$ cat config.mk
export PLATFORM = sky130hd
export DESIGN_NAME = latch_edge_bump_classifier
export DESIGN_NICKNAME = d
export VERILOG_FILES = /design/src/sv/lebc_pkg.sv /design/src/sv/lebc_cfg_regs.sv /design/src/sv/lebc_window.sv /design/src/sv/lebc_classify.sv /design/src/sv/latch_edge_bump_classifier.sv
export SDC_FILE = /design/constraint.sdc
export NUM_CORES = 1
export LEC_CHECK = 0
export BUFFER_PORTS_ARGS = -buffer_cell sky130_fd_sc_hd__buf_4
export CAP_MARGIN = 20
export CORE_MARGIN = 5
export CORE_UTILIZATION = 40
export CTS_CLUSTER_SIZE = 24
export DETAILED_ROUTE_END_ITERATION = 7
export PLACE_DENSITY = 0.59
export SLEW_MARGIN = 25
export SYNTH_ARGS = -nofsm -noshare
export SYNTH_HDL_FRONTEND = slang
export SYNTH_SLANG_ARGS = --single-unit
$ cat constraint.sdc
create_clock -name clk_i -period 3.58 [get_ports clk_i]
set_clock_uncertainty 0.2 [all_clocks]
set_input_delay 0.716 -clock clk_i [delete_from_list [all_inputs] [get_ports clk_i]]
set_output_delay 0.716 -clock clk_i [all_outputs]
set_load 0.03 [all_outputs]
$ cat src/sv/lebc_pkg.sv
// ----------------------------------------------------------------------------
// lebc_pkg
// shared types and constants of the latch edge and bump classifier
// ----------------------------------------------------------------------------
package lebc_pkg;

  localparam int LATCH_W   = 8;
  localparam int CODE_W    = 3;
  localparam int CODES_W   = LATCH_W * CODE_W;
  localparam int CFG_IDX_W = 3;

  localparam logic [CODE_W-1:0] CODE_LOW       = 3'd0;
  localparam logic [CODE_W-1:0] CODE_HIGH      = 3'd1;
  localparam logic [CODE_W-1:0] CODE_RISE_EDGE = 3'd2;
  localparam logic [CODE_W-1:0] CODE_FALL_EDGE = 3'd3;
  localparam logic [CODE_W-1:0] CODE_RISE_BUMP = 3'd4;
  localparam logic [CODE_W-1:0] CODE_FALL_BUMP = 3'd5;

  localparam logic [CFG_IDX_W-1:0] REG_RISE_EDGE_MASK = 3'd0;
  localparam logic [CFG_IDX_W-1:0] REG_FALL_EDGE_MASK = 3'd1;
  localparam logic [CFG_IDX_W-1:0] REG_RISE_BUMP_MASK = 3'd2;
  localparam logic [CFG_IDX_W-1:0] REG_FALL_BUMP_MASK = 3'd3;
  localparam logic [CFG_IDX_W-1:0] REG_SETTLE_TICKS   = 3'd4;

  localparam logic MODE_START = 1'b0;
  localparam logic MODE_TICK  = 1'b1;

  localparam logic [LATCH_W-1:0] SETTLE_RESET = 8'd100;

  typedef struct packed {
    logic [LATCH_W-1:0] rise_edge_mask;
    logic [LATCH_W-1:0] fall_edge_mask;
    logic [LATCH_W-1:0] rise_bump_mask;
    logic [LATCH_W-1:0] fall_bump_mask;
    logic [LATCH_W-1:0] settle_ticks;
  } cfg_t;

  typedef struct packed {
    logic               open;
    logic               close;
    logic               pending_push;
    logic [LATCH_W-1:0] last_levels;
    logic [LATCH_W-1:0] first_sample;
  } win_stat_t;

endpackage

$ cat src/sv/lebc_cfg_regs.sv
// ----------------------------------------------------------------------------
// lebc_cfg_regs
// configuration register file: edge and bump masks, settle window length
// ----------------------------------------------------------------------------
module lebc_cfg_regs
  import lebc_pkg::*;
(
  input  logic                 clk_i,
  input  logic                 rst_ni,
  input  logic                 we_i,
  input  logic [CFG_IDX_W-1:0] index_i,
  input  logic [LATCH_W-1:0]   wdata_i,
  output cfg_t                 cfg_o
);

  cfg_t cfg_q, cfg_d;

  always_comb begin
    cfg_d = cfg_q;
    if (we_i) begin
      case (index_i)
        REG_RISE_EDGE_MASK: cfg_d.rise_edge_mask = wdata_i;
        REG_FALL_EDGE_MASK: cfg_d.fall_edge_mask = wdata_i;
        REG_RISE_BUMP_MASK: cfg_d.rise_bump_mask = wdata_i;
        REG_FALL_BUMP_MASK: cfg_d.fall_bump_mask = wdata_i;
        REG_SETTLE_TICKS:   cfg_d.settle_ticks   = wdata_i;
        default: ;
      endcase
    end
  end

  always_ff @(posedge clk_i or negedge rst_ni) begin
    if (!rst_ni) begin
      cfg_q.rise_edge_mask <= '0;
      cfg_q.fall_edge_mask <= '0;
      cfg_q.rise_bump_mask <= '0;
      cfg_q.fall_bump_mask <= '0;
      cfg_q.settle_ticks   <= SETTLE_RESET;
    end else begin
      cfg_q <= cfg_d;
    end
  end

  assign cfg_o = cfg_q;

endmodule

$ cat src/sv/lebc_window.sv
// ----------------------------------------------------------------------------
// lebc_window
// settle window state: snapshot, last levels, tick counter, close decision
// ----------------------------------------------------------------------------
module lebc_window
  import lebc_pkg::*;
(
  input  logic               clk_i,
  input  logic               rst_ni,
  input  logic               step_i,
  input  logic               mode_i,
  input  logic [LATCH_W-1:0] levels_i,
  input  logic               force_i,
  input  logic [LATCH_W-1:0] settle_ticks_i,
  output win_stat_t          stat_o
);

  logic               open_q, open_d;
  logic               pend_q, pend_d;
  logic [LATCH_W-1:0] last_q, last_d;
  logic [LATCH_W-1:0] first_q, first_d;
  logic [LATCH_W-1:0] cnt_q, cnt_d;
  logic [LATCH_W-1:0] cnt_inc;
  logic               close;

  assign cnt_inc = cnt_q + 8'd1;
  assign close   = open_q && (mode_i == MODE_TICK)
                   && ((levels_i == last_q) || !(cnt_inc < settle_ticks_i));

  always_comb begin
    open_d  = open_q;
    pend_d  = pend_q;
    last_d  = last_q;
    first_d = first_q;
    cnt_d   = cnt_q;
    if (step_i) begin
      if (mode_i == MODE_START) begin
        if (!open_q) begin
          first_d = levels_i;
          pend_d  = force_i;
          cnt_d   = '0;
          open_d  = 1'b1;
        end
      end else if (open_q) begin
        if (close) begin
          last_d = levels_i;
          open_d = 1'b0;
          cnt_d  = '0;
          pend_d = 1'b0;
        end else begin
          cnt_d = cnt_inc;
        end
      end
    end
  end

  always_ff @(posedge clk_i or negedge rst_ni) begin
    if (!rst_ni) begin
      open_q  <= 1'b0;
      pend_q  <= 1'b0;
      last_q  <= '0;
      first_q <= '0;
      cnt_q   <= '0;
    end else begin
      open_q  <= open_d;
      pend_q  <= pend_d;
      last_q  <= last_d;
      first_q <= first_d;
      cnt_q   <= cnt_d;
    end
  end

  assign stat_o.open         = open_q;
  assign stat_o.close        = close;
  assign stat_o.pending_push = pend_q;
  assign stat_o.last_levels  = last_q;
  assign stat_o.first_sample = first_q;

endmodule

$ cat src/sv/lebc_classify.sv
// ----------------------------------------------------------------------------
// lebc_classify
// per-latch priority classification into bump, edge or level codes
// ----------------------------------------------------------------------------
module lebc_classify
  import lebc_pkg::*;
(
  input  cfg_t               cfg_i,
  input  win_stat_t          stat_i,
  input  logic [LATCH_W-1:0] levels_i,
  output logic [CODES_W-1:0] codes_o,
  output logic               push_o
);

  logic [CODE_W-1:0] code [LATCH_W];

  always_comb begin
    for (int i = 0; i < LATCH_W; i++) begin
      logic last_b, first_b, post_b;
      last_b  = stat_i.last_levels[i];
      first_b = stat_i.first_sample[i];
      post_b  = levels_i[i];
      if (first_b != post_b && !last_b && cfg_i.rise_bump_mask[i]) begin
        code[i] = CODE_RISE_BUMP;
      end else if (first_b != post_b && last_b && cfg_i.fall_bump_mask[i]) begin
        code[i] = CODE_FALL_BUMP;
      end else if (last_b != first_b && !last_b && cfg_i.rise_edge_mask[i]) begin
        code[i] = CODE_RISE_EDGE;
      end else if (last_b != first_b && last_b && cfg_i.fall_edge_mask[i]) begin
        code[i] = CODE_FALL_EDGE;
      end else begin
        code[i] = post_b ? CODE_HIGH : CODE_LOW;
      end
    end
  end

  always_comb begin
    push_o = stat_i.pending_push;
    for (int i = 0; i < LATCH_W; i++) begin
      codes_o[i*CODE_W +: CODE_W] = code[i];
      if (code[i] > CODE_HIGH) begin
        push_o = 1'b1;
      end
    end
  end

endmodule

$ cat src/sv/latch_edge_bump_classifier.sv
// throughput: one word per cycle unless a held result word stalls the input; an input register
// and a result register split the work, window state is updated as each word leaves the input register
// only a tick word that closes the settle window yields a result word
// reset: asynchronous, active low; clears window state, masks to zero and
// the settle length to 100
// ----------------------------------------------------------------------------
// latch_edge_bump_classifier
// pin-change settle window with per-latch edge and bump classification
// ----------------------------------------------------------------------------
module latch_edge_bump_classifier
  import lebc_pkg::*;
#(
  parameter int NUM_LATCHES = 8
) (
  input  logic                 clk_i,
  input  logic                 rst_ni,
  input  logic                 in_valid_i,
  output logic                 in_stall_o,
  input  logic                 mode_i,
  input  logic [LATCH_W-1:0]   pin_levels_i,
  input  logic                 force_push_i,
  output logic                 out_valid_o,
  input  logic                 out_stall_i,
  output logic [CODES_W-1:0]   event_codes_o,
  output logic                 push_entry_o,
  output logic [LATCH_W-1:0]   new_levels_o,
  input  logic                 cfg_we_i,
  input  logic [CFG_IDX_W-1:0] cfg_index_i,
  input  logic [LATCH_W-1:0]   cfg_wdata_i
);

  cfg_t               cfg;
  win_stat_t          stat;
  logic [LATCH_W-1:0] lvl_mask;

  logic               s1_valid_q, s1_valid_d;
  logic               s1_mode_q;
  logic [LATCH_W-1:0] s1_levels_q;
  logic               s1_force_q;
  logic               s1_load, s1_move, s1_step;

  logic               out_valid_q, out_valid_d;
  logic [CODES_W-1:0] codes_q;
  logic               push_q;
  logic [LATCH_W-1:0] new_levels_q;
  logic [CODES_W-1:0] codes;
  logic               push;
  logic               out_free, out_load;

  always_comb begin
    for (int i = 0; i < LATCH_W; i++) begin
      lvl_mask[i] = (i < NUM_LATCHES);
    end
  end

  lebc_cfg_regs u_cfg (
    .clk_i   (clk_i),
    .rst_ni  (rst_ni),
    .we_i    (cfg_we_i),
    .index_i (cfg_index_i),
    .wdata_i (cfg_wdata_i),
    .cfg_o   (cfg)
  );

  assign out_free   = !out_valid_q || !out_stall_i;
  assign s1_move    = out_free;
  assign in_stall_o = s1_valid_q && !out_free;
  assign s1_load    = in_valid_i && !in_stall_o;
  assign s1_step    = s1_valid_q && s1_move;

  always_comb begin
    s1_valid_d = s1_valid_q;
    if (s1_load) begin
      s1_valid_d = 1'b1;
    end else if (s1_move) begin
      s1_valid_d = 1'b0;
    end
  end

  always_ff @(posedge clk_i or negedge rst_ni) begin
    if (!rst_ni) begin
      s1_valid_q <= 1'b0;
    end else begin
      s1_valid_q <= s1_valid_d;
    end
  end

  always_ff @(posedge clk_i) begin
    if (s1_load) begin
      s1_mode_q   <= mode_i;
      s1_levels_q <= pin_levels_i & lvl_mask;
      s1_force_q  <= force_push_i;
    end
  end

  lebc_window u_window (
    .clk_i          (clk_i),
    .rst_ni         (rst_ni),
    .step_i         (s1_step),
    .mode_i         (s1_mode_q),
    .levels_i       (s1_levels_q),
    .force_i        (s1_force_q),
    .settle_ticks_i (cfg.settle_ticks),
    .stat_o         (stat)
  );

  lebc_classify u_classify (
    .cfg_i    (cfg),
    .stat_i   (stat),
    .levels_i (s1_levels_q),
    .codes_o  (codes),
    .push_o   (push)
  );

  assign out_load = s1_step && stat.close;

  always_comb begin
    out_valid_d = out_valid_q;
    if (out_load) begin
      out_valid_d = 1'b1;
    end else if (out_free) begin
      out_valid_d = 1'b0;
    end
  end

  always_ff @(posedge clk_i or negedge rst_ni) begin
    if (!rst_ni) begin
      out_valid_q <= 1'b0;
    end else begin
      out_valid_q <= out_valid_d;
    end
  end

  always_ff @(posedge clk_i) begin
    if (out_load) begin
      codes_q      <= codes;
      push_q       <= push;
      new_levels_q <= s1_levels_q;
    end
  end

  assign out_valid_o   = out_valid_q;
  assign event_codes_o = codes_q;
  assign push_entry_o  = push_q;
  assign new_levels_o  = new_levels_q;

`ifndef SYNTHESIS
  a_result_from_tick: assert property (@(posedge clk_i) disable iff (!rst_ni)
    $rose(out_valid_q) |-> $past(s1_valid_q && s1_mode_q == MODE_TICK && stat.open))
    else $error("result word without a closing tick");

  a_window_shut: assert property (@(posedge clk_i) disable iff (!rst_ni)
    out_load |=> !stat.open)
    else $error("settle window still open after close");

  a_unused_latches: assert property (@(posedge clk_i) disable iff (!rst_ni)
    out_valid_q |-> ((new_levels_q & ~lvl_mask) == '0))
    else $error("levels of absent latches reported");

  a_stall_only_full: assert property (@(posedge clk_i) disable iff (!rst_ni)
    in_stall_o |-> (s1_valid_q && out_valid_q))
    else $error("input stalled with room in the pipeline");
`endif

endmodule
After elaboration in Yosys (flattened, before gate mapping) --
Index checks and enable logic that the tools add are counted.
Storage, ports and cells: bits in registers 111, output and inout bits 35, bits of input ports 26, logic and storage cells 206
Operators by class: muxes and demuxes 54, eq/ne operators 24, order comparisons 9, reductions and logical operators 98, add/subtract/negate cells 1, bitwise gates (word level) 2
Operators by type and width (count):
- 3-bit 2-to-1 mux | 32
- 1-bit logical AND | 70
- 8-bit 2-to-1 mux | 4
- 3-bit by 1-bit > comparator with 1-bit output, second input constant | 8
- 1-bit 2-to-1 mux | 18
- 1-bit inequality test | 16
- 1-bit zero test | 13
- 2-bit AND reduction | 5
- 8-bit by 1-bit adder with 8-bit output, second input constant | 1
- 8-bit == test | 1
- 8-bit < comparator | 1
- 4-bit AND reduction | 2
- 8-bit OR reduction | 1
- 3-bit by 2-bit == test with 1-bit output, second input constant | 2
- 3-bit AND reduction | 2
- 2-bit inequality test, second input constant | 2
- 2-bit nonzero test | 2
- 3-bit by 1-bit == test with 1-bit output, second input constant | 1
- 3-bit == test, second input constant | 1
- 3-bit zero test | 1
- 1-bit logical OR | 2
- 2-bit by 1-bit inequality test with 1-bit output, second input constant | 1
- 1-bit inverter | 2

Logic depth before layout (Yosys ltp) --
depth in word-level cells 9, depth in mapped cells 11, mapped depth without buffers 11

Hierarchy --
Synthesis repeated with hierarchy kept, for this count alone.
Unflattened totals: cell total of the unflattened synthesis 389, area total of the unflattened synthesis 5107.4 µm²
By module, submodules not included:
- lebc_cfg_regs | sequential area each 1004.7 µm², area each 1532.7 µm², cells each 88, times used 1
- lebc_window | sequential area each 650.6 µm², area each 1520.2 µm², cells each 140, times used 1
- latch_edge_bump_classifier | sequential area each 1341.3 µm², area each 1390.1 µm², cells each 54, times used 1
- lebc_classify | sequential area each 0.0 µm², area each 664.4 µm², cells each 107, times used 1

Worst setup path before layout --
No wires, ideal clock.
path kind register -> register, start register u_window.cnt_q[0], end register u_window.last_q[0], slack 0.098 ns, period minus slack after synthesis 3.482 ns, arrival time 3.157 ns, cell stages (with the launch flop) 11, path buffers 0, required time 3.255 ns, setup time 0.125 ns, path through dfrtp_1 > ha_1 > nand3_1 > nor2_1 > xor2_1 > ha_1 > nand2_1 > or4_4 > a21oi_4 > nand3_4 > mux2_4
On the way: longest elaborated chain between the ends 6
Ends and longest elaborated chain:
- from (decl) | line lebc_window.sv:22 | logic [LATCH_W-1:0] cnt_q, cnt_d;
- from (signal assigned) | line lebc_window.sv:69 | cnt_q <= cnt_d;
- 8-bit by 1-bit adder with 8-bit output | line lebc_window.sv:26 | assign cnt_inc = cnt_q + 8'd1;
- 8-bit < comparator | line lebc_window.sv:28 | && ((levels_i == last_q) || !(cnt_inc < settle_ticks_i));
- 1-bit zero test | line lebc_window.sv:28
- 1-bit logical OR | line lebc_window.sv:28
- 1-bit logical AND | line lebc_window.sv:28
- 4-bit AND reduction (no source line)
- to (signal assigned) | line lebc_window.sv:67 | last_q <= last_d;
- to (decl) | line lebc_window.sv:20 | logic [LATCH_W-1:0] last_q, last_d;
No other way between the ends. A chain may end at the register's enable or synchronous reset.

Final worst setup path --
start register u_window.cnt_q[0], end register u_window.last_q[1]
The elaborated chain is that of the path after synthesis.

==> out/metrics.csv <==
metric;value;unit
Worst Hold Class;input pin to asynchronous set/reset pin;
Syn Area/Cell;12.3;µm²
worst slew pin tran;0.864;ns
synth unique cells;46;
final worst slack;0.499;ns
Post-Place Worst Slack;0.504;ns
Slew Limit Headroom;0.424;
CTS Hold Bufs;0;
post-synthesis mux area share;0.114;
DR DRC count;0;
Synth Area in Simple Gates;0.117;
clk_lat worst skew;0.36;ns
Post-Synth Adder-Cell Area;0.0271;
Crit Reg-Reg Startpoint;u_window.cnt_q[0];
global-route wire length before repair;16500;µm
CP Max Fanout;8;
via count;3245;
yosys warns;0;
Max Slew Vio Count;0;
pin count of the biggest net entering global routing;69;
Antenna diodes;0;
area of the multi-input gates;0.00193;mm²
Worst Path Arrival;3.12;ns
power per standard cell area;595;mW/mm²
# setup viols final;0;
WL/cell;15.8;µm
max-cap violation count;0;
Worst setup SP type;flip-flop;
Sink Count;111;
Leakage;2.57;nW
vias in the first global route;3177;
outcome;complete, no violations;
io pins;61;
R2R setup slack;0.50;ns
Tcrit/Tclk final;0.861;
Hold Violations, Final;0;
Starting DRT DRC Count;158;
area grow syn2layout;17.9;%
register area share after synthesis;0.590;
Max Clock Freq;0.325;GHz
Routed Antenna Nets;0;
post-layout util;0.479;
core area;0.0125;mm²
FF+latch area;0.00300;mm²
drt pass-1 iters;4;
Post-CTS Repair Setup Buffers;0;
FF-to-FF path depth;10;
Synth Area in Compound Gates;0.0847;
total clock buffers created by CTS;9;
Post-Syn Area;0.00508;mm²
clk root buf;clkbuf_16;
EDFF count, synth;43;
crit path time final;3.08;ns
Die ar.;0.0151;mm²
fin nets;512;
Cells after Synth;414;
RSZ-0062 raised after global routing;false;
critical path capture point type;flip-flop;
num rows;41;
final std cells w/o fill;652;
Top FF cell, synth;dfrtp_1;
RD Place Congestion;0.805;
share of layout cells above drive strength 1;0.294;
dpl cells;636;
htree depth;3;
DP Wirelength;7460;µm
Worst-path clk slew;0.07;ns
syn nets;451;
fillers;1149;
setup tns final;0;ns
DR vias/cell;4.98;
Die Span X;123;µm
final wirelength;10300;µm
CTS tree;built;
Initial Utilization;0.406;
# resized after CTS;0;
CP required;3.62;ns
reg-to-reg endpoint;u_window.last_q[1];
FF+latch count, synth;111;
GRT Total Usage;0.147;
Synth async-reset ratio;0.613;
die extent in y;123;µm
grt total ovfl;0;
XOR/XNOR Fraction of Synth Area;0.0379;
antenna violations before repair;0;
Clock Tree Buf Depth;2;
peak supply drop;0.000347;V
main combinational cell family by area after synthesis;simple AND/OR/NAND/NOR gates;
IO buf count;60;
critical path class;flip-flop to flip-flop;
cell families (layout without fill, tap and decap cells):
| group | count (synthesis) | count (layout) |
|---|---|---|
| compound gates | 67 | 67 |
| xor+xnor | 22 | 22 |
| fa+ha+maj | 11 | 11 |
| buf+inv | 33 | 99 |
| flops | 111 | 111 |
| mux | 49 | 49 |
| simple gates | 121 | 121 |
metrics by stage:
| step | hold WS [ns] | total power, W | area, µm² |
|---|---|---|---|
| floorplan | 0.220 | 0.00242 | 5080 |
| global placement | 0.284 | 0.00261 | 5710 |
| detailed placement | 0.288 | 0.00265 | 5710 |
| CTS | 0.301 | 0.00362 | 5990 |
| global route | 0.319 | 0.00378 | 5990 |
| finish | 0.273 | 0.00356 | 5990 |
Yosys cell counts, types with 2 or more instances:
cell / count / area share
dfrtp_1: 65 / 0.32
nor2_1: 46 / 0.034
edfxtp_1: 43 / 0.25
mux2_2: 37 / 0.082
nand2_1: 34 / 0.025
inv_1: 18 / 0.013
a21oi_1: 16 / 0.016
o21ai_0: 16 / 0.016
ha_1: 11 / 0.027
xnor2_1: 11 / 0.019
xor2_1: 11 / 0.019
nor2b_1: 10 / 0.012
o22ai_1: 9 / 0.011
a31oi_1: 8 / 0.0099
mux2_4: 8 / 0.024
a22o_1: 7 / 0.012
nand3_1: 7 / 0.0069
buf_2: 6 / 0.0059
nand2b_1: 6 / 0.0074
a211oi_1: 4 / 0.0059
mux2i_1: 4 / 0.0079
clkbuf_1: 3 / 0.0022
clkbuf_2: 3 / 0.0030
dfstp_2: 3 / 0.016
nor3b_1: 3 / 0.0044
and2_1: 2 / 0.0025
buf_6: 2 / 0.0044
nor4_2: 2 / 0.0049
or2_2: 2 / 0.0025
per-layer routing:
| layer | up-vias | wire length, µm | global-route usage |
|---|---|---|---|
| met4 | 0 | 141 | 0.0483 |
| met2 | 60 | 5020 | 0.240 |
| met3 | 9 | 394 | 0.0364 |
| li1 | 1583 | - | - |
| met1 | 1593 | 4750 | 0.192 |
| met5 | - | 0 | 0 |
state kept, by name, indices dropped and copies added, names as in the netlist, 8 cells and up:
signal            flops
event_codes_o        24
new_levels_o          8
s1_levels_q           8
u_cfg.cfg_o          40
u_window.cnt_q        8
u_window.first_q      8
u_window.last_q       8
power by group:
group	leakage, nW	switching (W)	total (W)	internal, W
clock network	0.136	0.000469	0.000949	0.000480
logic	1.18	0.000397	0.000815	0.000418
registers	1.25	0.000232	0.00180	0.00157
placed cells by master, fill, tap and decap left out, types with 11 or more instances in the layout:
cell type / netlist / routed
dfrtp_1: 65 / 65
buf_4: 1 / 64
nor2_1: 46 / 46
edfxtp_1: 43 / 43
mux2_2: 37 / 37
nand2_1: 34 / 34
inv_1: 18 / 18
a21oi_1: 16 / 16
o21ai_0: 16 / 16
xnor2_1: 11 / 11
xor2_1: 11 / 11
ha_1: 11 / 11
cell type report:
| type | count | area share |
|---|---|---|
| flip-flops and latches | 111 | 0.500 |
| multi-input cells | 270 | 0.322 |
| repair buffers | 65 | 0.0835 |
| clock buffers | 9 | 0.0376 |
| well taps | 172 | 0.0359 |
| inverters | 18 | 0.0113 |
| clock inverters | 7 | 0.00940 |
how the worst max path moves through the flow:
stage	endpoint	startpoint	slack, ns	cells after the start
3_5_place_dp	u_window.last_q[1]	u_window.cnt_q[0]	0.50	10
2_1_floorplan	u_window.last_q[0]	u_window.cnt_q[0]	0.1	10
6_report	u_window.last_q[1]	u_window.cnt_q[0]	0.50	10
4_1_cts	u_window.last_q[1]	u_window.cnt_q[0]	0.49	10
5_1_grt	u_window.last_q[1]	u_window.cnt_q[0]	0.32	10
3_3_place_gp	u_window.last_q[3]	u_window.cnt_q[0]	0.57	10
worst max-delay path, stage by stage (launching register included):
cell and delay [ns]:
dfrtp_1 0.43, ha_1 0.26, nand3_1 0.13, nor2_1 0.07, xor2_1 0.15, ha_1 0.28
nand2_1 0.07, or4_4 0.58, a21oi_4 0.24, nand3_4 0.20, mux2_4 0.35
Note: power is estimated with default switching activity, not from simulation.
